`src/rfpl_pkg.sv`:
```
// Package for the RF output power leveler: types, widths, register indexes
// and reset values. No dependencies.
package rfpl_pkg;

  localparam int CFG_ADDR_W = 3;
  localparam int CFG_DATA_W = 16;
  localparam int LEVEL_W    = 6;
  localparam int ADC_W      = 16;
  localparam int PWR_W      = 16;
  localparam int CHAN_W     = 4;
  localparam int IN_DATA_W  = 40;
  localparam int OUT_DATA_W = 32;

  localparam logic [CFG_ADDR_W-1:0] REG_MIN_LEVEL   = 3'd0;
  localparam logic [CFG_ADDR_W-1:0] REG_MAX_LEVEL   = 3'd1;
  localparam logic [CFG_ADDR_W-1:0] REG_STEP_LEVEL  = 3'd2;
  localparam logic [CFG_ADDR_W-1:0] REG_DET_SLOPE   = 3'd3;
  localparam logic [CFG_ADDR_W-1:0] REG_DET_ICEPT   = 3'd4;

  localparam logic [LEVEL_W-1:0]       MIN_LEVEL_RST  = 6'd0;
  localparam logic [LEVEL_W-1:0]       MAX_LEVEL_RST  = 6'd63;
  localparam logic [LEVEL_W-1:0]       STEP_LEVEL_RST = 6'd1;
  localparam logic [CFG_DATA_W-1:0]    SLOPE_RST      = 16'd37509;
  localparam logic signed [PWR_W-1:0]  ICEPT_RST      = 16'sd10240;

  localparam logic [CHAN_W-1:0] DET_CHANNEL = 4'd5;

  localparam logic MODE_SETPOINT = 1'b0;

  typedef enum logic [3:0] {
    PH_IDLE  = 4'b0001,
    PH_FIRST = 4'b0010,
    PH_RAISE = 4'b0100,
    PH_LOWER = 4'b1000
  } run_phase_t;

endpackage

```
`src/rf_output_power_leveler_unit.sv`:
```
// RF output power leveler, top level: input register, leveling logic and
// result register in one module. Depends on rfpl_pkg.
//
// Usage: the slave stream (s_tvalid/s_tready) takes one beat per item. With
// s_tuser low the beat is a setpoint in Q8 dBm; it selects synthesizer power
// and starts a leveling run, and always gives one result beat. With s_tuser
// high the beat is a detector sample; samples tagged channel 5 are averaged
// over AVG_SAMPLES, and each full average gives one result beat, stepping the
// attenuator when a run is active. Other samples give no result.
// The master stream (m_tvalid/m_tready) carries the result beats.
// A beat accepted sits in the input register; its result is loaded into the
// result register once that register is free or being emptied. Throughput is
// one beat per cycle unless m_tready low holds a result; the limit is the
// combinational path from the input register through the detector multiply,
// compare and step into the result register. The sample divide by AVG_SAMPLES
// is split into a reciprocal multiply at the input port and a running quotient
// and remainder, so no wide sum is kept. Stall: while a result waits and
// m_tready is low, one more beat is held in the input register, then s_tready
// drops until the result is taken. Reset (rst, synchronous, active high)
// restores register defaults, sets the attenuator to full attenuation, idles the
// run and empties both stages. The user writes configuration through
// cfg_we/cfg_addr/cfg_wdata while idle; the block does not enforce it.
module rf_output_power_leveler_unit #(
  parameter int AVG_SAMPLES = 8,
  parameter int ATTEN_BITS  = 6
) (
  input  logic                              clk,
  input  logic                              rst,
  input  logic                              cfg_we,
  input  logic [rfpl_pkg::CFG_ADDR_W-1:0]   cfg_addr,
  input  logic [rfpl_pkg::CFG_DATA_W-1:0]   cfg_wdata,
  input  logic                              s_tvalid,
  output logic                              s_tready,
  // s_tdata: target_q8[15:0], adc_sample[31:16], adc_channel[35:32], zero pad
  input  logic [rfpl_pkg::IN_DATA_W-1:0]    s_tdata,
  // s_tuser: mode (0 setpoint, 1 detector sample)
  input  logic                              s_tuser,
  output logic                              m_tvalid,
  input  logic                              m_tready,
  // m_tdata: level_now[5:0], atten_code[11:6], measured_q8[27:12],
  //          synth_high_power[28], settled[29], out_of_range[30], zero pad
  output logic [rfpl_pkg::OUT_DATA_W-1:0]   m_tdata
);
  import rfpl_pkg::*;

  // Width of the sample quotient remainder and of the sample counter.
  localparam int FW = $clog2(AVG_SAMPLES);
  // Exact reciprocal for dividing a 16-bit sample by AVG_SAMPLES.
  localparam int RECIP_SHIFT = ADC_W + FW;
  localparam int RECIP_W     = ADC_W + 1;
  localparam logic [RECIP_W-1:0] RECIP =
    RECIP_W'(((64'd1 << RECIP_SHIFT) + AVG_SAMPLES - 1) / AVG_SAMPLES);
  localparam logic [FW:0]   AVG_N    = (FW+1)'(AVG_SAMPLES);
  localparam logic [FW-1:0] CNT_LAST = FW'(AVG_SAMPLES - 1);
  // Level arithmetic width: room for the wider of level and register plus carry.
  localparam int WW = ((ATTEN_BITS > LEVEL_W) ? ATTEN_BITS : LEVEL_W) + 1;
  localparam logic [ATTEN_BITS-1:0] LEVEL_RST = ATTEN_BITS'(63);

  // Configuration registers.
  logic [LEVEL_W-1:0]       min_level;
  logic [LEVEL_W-1:0]       max_level;
  logic [LEVEL_W-1:0]       step_level;
  logic [CFG_DATA_W-1:0]    detector_slope;
  logic signed [PWR_W-1:0]  detector_intercept;

  always_ff @(posedge clk) begin
    if (rst) begin
      min_level          <= MIN_LEVEL_RST;
      max_level          <= MAX_LEVEL_RST;
      step_level         <= STEP_LEVEL_RST;
      detector_slope     <= SLOPE_RST;
      detector_intercept <= ICEPT_RST;
    end else if (cfg_we) begin
      unique case (cfg_addr)
        REG_MIN_LEVEL:  min_level          <= cfg_wdata[LEVEL_W-1:0];
        REG_MAX_LEVEL:  max_level          <= cfg_wdata[LEVEL_W-1:0];
        REG_STEP_LEVEL: step_level         <= cfg_wdata[LEVEL_W-1:0];
        REG_DET_SLOPE:  detector_slope     <= cfg_wdata;
        REG_DET_ICEPT:  detector_intercept <= $signed(cfg_wdata);
        default: ;
      endcase
    end
  end

  // Port-side predivide of the sample: quotient and remainder by AVG_SAMPLES.
  logic [ADC_W-1:0]         in_sample;
  logic [ADC_W+RECIP_W-1:0] in_prod;
  logic [ADC_W-1:0]         in_sq;
  logic [FW-1:0]            in_sr;

  assign in_sample = s_tdata[31:16];
  assign in_prod   = in_sample * RECIP;
  assign in_sq     = ADC_W'(in_prod >> RECIP_SHIFT);
  assign in_sr     = in_sample[FW-1:0] - FW'(in_sq * AVG_N);

  // Input register stage.
  logic                     ir_valid;
  logic                     ir_mode;
  logic signed [PWR_W-1:0]  ir_target;
  logic                     ir_chan_ok;
  logic [ADC_W-1:0]         ir_sq;
  logic [FW-1:0]            ir_sr;
  logic                     in_accept;
  logic                     proc_en;

  // The held item moves on when the result register is free or being emptied.
  assign proc_en   = ir_valid && (!m_tvalid || m_tready);
  assign s_tready  = !ir_valid || proc_en;
  assign in_accept = s_tvalid && s_tready;

  always_ff @(posedge clk) begin
    if (rst) begin
      ir_valid <= 1'b0;
    end else if (in_accept) begin
      ir_valid <= 1'b1;
    end else if (proc_en) begin
      ir_valid <= 1'b0;
    end
  end

  always_ff @(posedge clk) begin
    if (in_accept) begin
      ir_mode    <= s_tuser;
      ir_target  <= $signed(s_tdata[15:0]);
      ir_chan_ok <= (s_tdata[35:32] == DET_CHANNEL);
      ir_sq      <= in_sq;
      ir_sr      <= in_sr;
    end
  end

  // Leveling state.
  logic [ATTEN_BITS-1:0]    atten_level, atten_level_next;
  logic [ADC_W-1:0]         acc_quot, acc_quot_next;
  logic [FW-1:0]            acc_rem, acc_rem_next;
  logic [FW-1:0]            sample_count, sample_count_next;
  run_phase_t               run_phase, run_phase_next;
  logic signed [PWR_W-1:0]  target_power, target_power_next;
  logic signed [PWR_W-1:0]  meas_power, meas_power_next;
  logic                     synth_hi, synth_hi_next;
  logic                     settled, settled_next;
  logic                     out_of_range, out_of_range_next;
  logic                     res_fire;

  // Running quotient update and detected power for this sample.
  logic [FW:0]              rem_sum;
  logic                     rem_carry;
  logic [ADC_W-1:0]         avg_new;
  logic [FW-1:0]            rem_new;
  logic [2*ADC_W-1:0]       drop_prod;
  logic signed [PWR_W+1:0]  pwr_wide;
  logic signed [PWR_W-1:0]  pwr;

  assign rem_sum   = {1'b0, acc_rem} + {1'b0, ir_sr};
  assign rem_carry = (rem_sum >= AVG_N);
  assign rem_new   = rem_carry ? FW'(rem_sum - AVG_N) : rem_sum[FW-1:0];
  assign avg_new   = acc_quot + ir_sq + ADC_W'(rem_carry);
  assign drop_prod = detector_slope * avg_new;
  assign pwr_wide  = (PWR_W+2)'(detector_intercept)
                   - $signed({2'b00, drop_prod[2*ADC_W-1:ADC_W]});
  // The drop is never negative, so only the low side can saturate.
  assign pwr = (pwr_wide < -(PWR_W+2)'(32768)) ? -PWR_W'(32768)
                                                : pwr_wide[PWR_W-1:0];

  // Band edges and level stepping operands.
  logic [LEVEL_W-1:0]       step_eff;
  logic signed [PWR_W+1:0]  band;
  logic signed [PWR_W+1:0]  tgt_wide;
  logic signed [PWR_W+1:0]  pwr_ext;
  logic [WW-1:0]            lvl_w;
  logic [WW-1:0]            max_w;
  logic [WW-1:0]            min_w;
  logic [WW-1:0]            step_w;
  logic [WW-1:0]            raise_sum;
  logic [WW-1:0]            raise_lvl;
  logic [WW-1:0]            lower_lvl;

  assign step_eff  = (step_level == '0) ? LEVEL_W'(1) : step_level;
  assign band      = $signed({5'b0, step_eff, 7'b0});
  assign tgt_wide  = (PWR_W+2)'(target_power);
  assign pwr_ext   = (PWR_W+2)'(pwr);
  assign lvl_w     = WW'(atten_level);
  assign max_w     = WW'(max_level);
  assign min_w     = WW'(min_level);
  assign step_w    = WW'(step_eff);
  assign raise_sum = lvl_w + step_w;
  assign raise_lvl = (raise_sum > max_w) ? max_w : raise_sum;
  assign lower_lvl = (lvl_w >= min_w + step_w) ? (lvl_w - step_w) : min_w;

  run_phase_t work_phase;

  always_comb begin
    atten_level_next  = atten_level;
    acc_quot_next     = acc_quot;
    acc_rem_next      = acc_rem;
    sample_count_next = sample_count;
    run_phase_next    = run_phase;
    target_power_next = target_power;
    meas_power_next   = meas_power;
    synth_hi_next     = synth_hi;
    settled_next      = settled;
    out_of_range_next = out_of_range;
    res_fire          = 1'b0;
    work_phase        = run_phase;

    if (proc_en) begin
      if (ir_mode == MODE_SETPOINT) begin
        // A new setpoint restarts the run from a clean accumulator.
        target_power_next = ir_target;
        synth_hi_next     = !ir_target[PWR_W-1];
        acc_quot_next     = '0;
        acc_rem_next      = '0;
        sample_count_next = '0;
        settled_next      = 1'b0;
        out_of_range_next = 1'b0;
        run_phase_next    = PH_FIRST;
        res_fire          = 1'b1;
      end else if (ir_chan_ok) begin
        acc_quot_next     = avg_new;
        acc_rem_next      = rem_new;
        sample_count_next = sample_count + FW'(1);
        if (sample_count == CNT_LAST) begin
          acc_quot_next     = '0;
          acc_rem_next      = '0;
          sample_count_next = '0;
          meas_power_next   = pwr;
          res_fire          = 1'b1;

          // The first average of a run locks the direction.
          if (run_phase == PH_FIRST) begin
            if (pwr > target_power) begin
              work_phase = PH_RAISE;
            end else if (pwr < target_power) begin
              work_phase = PH_LOWER;
            end else begin
              work_phase        = PH_IDLE;
              settled_next      = 1'b1;
              out_of_range_next = 1'b0;
              run_phase_next    = PH_IDLE;
            end
          end

          unique case (work_phase)
            PH_RAISE: begin
              run_phase_next = PH_RAISE;
              if (pwr_ext > tgt_wide + band) begin
                if (lvl_w < max_w) begin
                  atten_level_next = raise_lvl[ATTEN_BITS-1:0];
                end else begin
                  settled_next      = 1'b0;
                  out_of_range_next = 1'b1;
                  run_phase_next    = PH_IDLE;
                end
              end else begin
                settled_next      = 1'b1;
                out_of_range_next = 1'b0;
                run_phase_next    = PH_IDLE;
              end
            end
            PH_LOWER: begin
              run_phase_next = PH_LOWER;
              if (pwr_ext < tgt_wide - band) begin
                if (lvl_w > min_w) begin
                  atten_level_next = lower_lvl[ATTEN_BITS-1:0];
                end else begin
                  settled_next      = 1'b0;
                  out_of_range_next = 1'b1;
                  run_phase_next    = PH_IDLE;
                end
              end else begin
                settled_next      = 1'b1;
                out_of_range_next = 1'b0;
                run_phase_next    = PH_IDLE;
              end
            end
            default: ;
          endcase
        end
      end
    end
  end

  always_ff @(posedge clk) begin
    if (rst) begin
      atten_level  <= LEVEL_RST;
      acc_quot     <= '0;
      acc_rem      <= '0;
      sample_count <= '0;
      run_phase    <= PH_IDLE;
      target_power <= '0;
      meas_power   <= '0;
      synth_hi     <= 1'b0;
      settled      <= 1'b0;
      out_of_range <= 1'b0;
    end else begin
      atten_level  <= atten_level_next;
      acc_quot     <= acc_quot_next;
      acc_rem      <= acc_rem_next;
      sample_count <= sample_count_next;
      run_phase    <= run_phase_next;
      target_power <= target_power_next;
      meas_power   <= meas_power_next;
      synth_hi     <= synth_hi_next;
      settled      <= settled_next;
      out_of_range <= out_of_range_next;
    end
  end

  // Result register. The level is shown in six bits whatever ATTEN_BITS is.
  logic [WW-1:0] lvl_out;
  logic [WW-1:0] code_out;

  assign lvl_out  = WW'(atten_level_next);
  assign code_out = WW'(~atten_level_next);

  always_ff @(posedge clk) begin
    if (rst) begin
      m_tvalid <= 1'b0;
    end else if (res_fire) begin
      m_tvalid <= 1'b1;
    end else if (m_tready) begin
      m_tvalid <= 1'b0;
    end
  end

  always_ff @(posedge clk) begin
    if (res_fire) begin
      m_tdata <= {1'b0, out_of_range_next, settled_next, synth_hi_next,
                  meas_power_next, code_out[LEVEL_W-1:0], lvl_out[LEVEL_W-1:0]};
    end
  end

endmodule

```
`config.mk`:
```
export PLATFORM = sky130hd
export DESIGN_NAME = rf_output_power_leveler_unit
export DESIGN_NICKNAME = d
export VERILOG_FILES = /design/src/rfpl_pkg.sv /design/src/rf_output_power_leveler_unit.sv
export SDC_FILE = /design/constraint.sdc
export NUM_CORES = 1
export LEC_CHECK = 0
export ABC_AREA = 1
export ABC_CLOCK_PERIOD_IN_PS = 19300
export BUFFER_PORTS_ARGS = -buffer_cell sky130_fd_sc_hd__clkbuf_2
export CAP_MARGIN = 10
export CORE_MARGIN = 2
export CORE_UTILIZATION = 63
export CTS_CLUSTER_SIZE = 20
export DETAILED_ROUTE_END_ITERATION = 7
export GPL_TIMING_DRIVEN = 0
export PLACE_DENSITY = 0.93
export SYNTH_ARGS = -nofsm -noshare
export SYNTH_HDL_FRONTEND = slang
export SYNTH_SLANG_ARGS = --single-unit
export TNS_END_PERCENT = 100
```
`constraint.sdc`:
```
create_clock -name clk -period 19.3 [get_ports clk]
set_input_delay 1.93 -clock clk [delete_from_list [all_inputs] [get_ports clk]]
set_output_delay 1.93 -clock clk [all_outputs]
set_load 0.03 [all_outputs]
```
==> metrics.cfg <==
[pwr]
combPwrFrac=0.780
p_switching_mw=1.930
p_int_mw=1.594
p_clk_frac=0.100
power.density_mw_per_mm2=168.5
p_sw_frac=0.5477
leakage_nw=10.61
peakVddDrop_v=0.0002257
seqPwrFrac=0.120

[place]
dp.cells=2906
dpl.hpwl_mm=44.16
pre_cts_slack_ns=6.843
gp_congestion=1.056
io_buffers=92
dpl_cell_area_mm2=0.02033

[yosys]
ys_seq_elements=184
ys_seq_area_frac=0.2241
syn_inst=2417
synth_area_per_cell_um2=8.001
synthesis.area_mm2=0.01934
synthDistinctLibCells=61
yosys_warnings=0
synthesis.nets=2908

[final_layout]
fin_nets=3020
final_common_cell=nand2_1
final-instance-count-excl-fill=2938
stdcell_area_mm2=0.02091
diodes=0
final_cell_mix=476 x nand2_1, 468 x inv_1, 224 x ha_1, 215 x nor2_1, 202 x fa_1
areaGrowthSynthToFinish_pct=8.134
final_layout_size_suffix_gt1_frac=0.09009

[sta]
rsz0062_at_grt=no
setup_tns_ns=0
hold_violations=0
min_period_ns=12.78
fin_crit_sh=0.6622
slew_headroom=0.2749
setup_slack_ns=6.520
worst_slew_pin_slew_ns=1.080
skew_ns=0.01870
finalSetupViolCount=0
slew_violations=0
fmax_ghz=0.07825
hold-worst-slack_ns=0.4697

[status]
outcome=completed

[routing]
via_per_inst=5.893
wl_per_cell_um=19.01
ant_nets=0
drc_errors=0
first_iter_violations=2000
wl_mm=55.86
route.vias.total=17315
first_pass_iters=6

[setup_path]
crit_path_top_delay_cell=fa_1
worstPathMaxFanout=10
setup.worst_path.end_class=flip-flop
worstSetupPathType=flip-flop to flip-flop
critPathMaxStageDelay_ns=0.61
critPathLaunchType=flip-flop
cpMostUsedCell=nand2_1
required_ns=19.53
arrival_ns=13.01

[cts]
cts_sinks=184
clkSlewWorstSetupHoldPaths_ns=0.08
cts-root-buf=clkbuf_16
cts_tree=done
htreeDepth=4
numCtsBuffers=17
clock_latency_ns=0.47
post_cts_buffers=0
holdBufCountCts=0
post_cts_resized=0
clockBufferDepth=2

[run]
maxCapViolations=0

[min_path]
hold_class=flip-flop to flip-flop

[floorplan]
rows=64
core_area_mm2=0.03043
ios=99
dieHeight_um=179.2
initial_utilization=0.6355
dieArea_mm2=0.03211
dieWidth_um=179.2

[global_route]
antenna_found_initial=1
grt_max_degree=34
grt_pass1_wl_mm=88.11
grt_pass1_vias=17694
globalRouteOverflowTotal=0
grt_use_total=0.3591

-- routing by layer --
metal | global-route usage | vias up | wire (um)
met5 | 0 | - | 0
met4 | 0.2487 | 0 | 4648
met3 | 0.08142 | 354 | 5443
met2 | 0.6071 | 1062 | 26210
met1 | 0.4025 | 8114 | 19560
li1 | - | 7785 | -
-- Yosys cell counts, drive strengths merged --
library cell,instances,area share
nand3,59,0.019
o2111ai,1,0.00045
o211ai,7,0.0027
a221oi,1,0.00045
buf,13,0.0046
nor3b,1,0.00065
a31o,1,0.00045
a211oi,2,0.00078
o31ai,2,0.00078
dfxtp,119,0.12
xnor2,20,0.0094
a21boi,1,0.00039
conb,1,0.00019
a21oi,189,0.051
nor3,20,0.0052
o21bai,9,0.0035
o221a,1,0.00058
nand2,500,0.10
edfxtp,65,0.10
a31oi,7,0.0026
a41oi,1,0.00045
nor2,221,0.044
o21a,3,0.0012
and2,1,0.00032
a21o,6,0.0023
fa,202,0.21
nor4,2,0.00065
xor2,34,0.016
o22ai,4,0.0013
or2,14,0.0045
inv,481,0.093
o2bb2ai,1,0.00045
ha,224,0.14
o21ai,119,0.033
a221o,1,0.00052
nand3b,7,0.0033
and3,1,0.00032
nand4,15,0.0056
clkbuf,52,0.010
clkinv,8,0.0016
o211a,1,0.00052
-- registers in the layout (all words and copies together) (netlist names) --
name and count:
synth_hi 1, settled 1, ir_sq 13, max_level 6, detector_intercept 16, ir_chan_ok 1
detector_slope 16, min_level 6, acc_rem 3, target_power 16, ir_sr 3, atten_level 6
step_level 6, m_tdata 31, acc_quot 16, run_phase 4, m_tvalid 1, meas_power 16
sample_count 3, ir_valid 1, ir_target 16, ir_mode 1, out_of_range 1
-- worst paths after layout --
check                              from                    end  slack [ns]  depth (start not counted)
setup / recovery               ir_sr[2]             m_tdata[6]        6.52                         60
hold / removal    detector_intercept[0]  detector_intercept[0]        0.47                          2
setup reg to reg               ir_sr[2]             m_tdata[6]        6.52                         60
hold reg to reg   detector_intercept[0]  detector_intercept[0]        0.47                          2
-- cell families (layout without fill, tap and decap cells) --
group / count (synthesis) / after routing / share of synthesized area
simple gates: 841 / 841 / 0.1840
xor+xnor: 54 / 54 / 0.02524
other cells: 1 / 1 / 0.0001939
buf+inv: 554 / 679 / 0.1096
compound gates: 357 / 357 / 0.1028
flops: 184 / 184 / 0.2241
fa+ha+maj: 426 / 426 / 0.3541
-- through the flow --
stage	util	total power [mW]
after floorplan	-	2.408
after global placement	0.6669	2.951
after detailed placement	0.6681	3.083
after CTS	0.6872	3.453
after global routing	0.6872	3.830
final	0.6872	3.524
-- final cells by class --
type / count / area (um^2)
plain buffers: 65 / 284.0
clock buffers: 17 / 425.4
clock inverters: 15 / 156.4
fillers: 2286 / 9519
inverters: 489 / 1836
multi-input cells: 1679 / 12890
flip-flops and latches: 184 / 4334
well taps: 396 / 495.5
repair buffers: 93 / 488.0
-- worst max-delay path, delay by kind of cell, from the launching register on --
family,cells,cell delay (ns)
fa+ha+maj,12,5.37
simple gates,29,3.81
compound gates,9,1.75
buf+inv,9,0.98
flops,1,0.39
xor+xnor,1,0.24
-- power groups by stage --
stage	clock [mW]	combinational [mW]	sequential, mW
6_report	0.353	2.75	0.422
5_1_grt	0.365	3.04	0.422
4_1_cts	0.352	2.68	0.421
3_5_place_dp	0	2.65	0.430
3_3_place_gp	0	2.52	0.430
2_1_floorplan	0	1.98	0.429
Power figures use the tool's default switching activity.
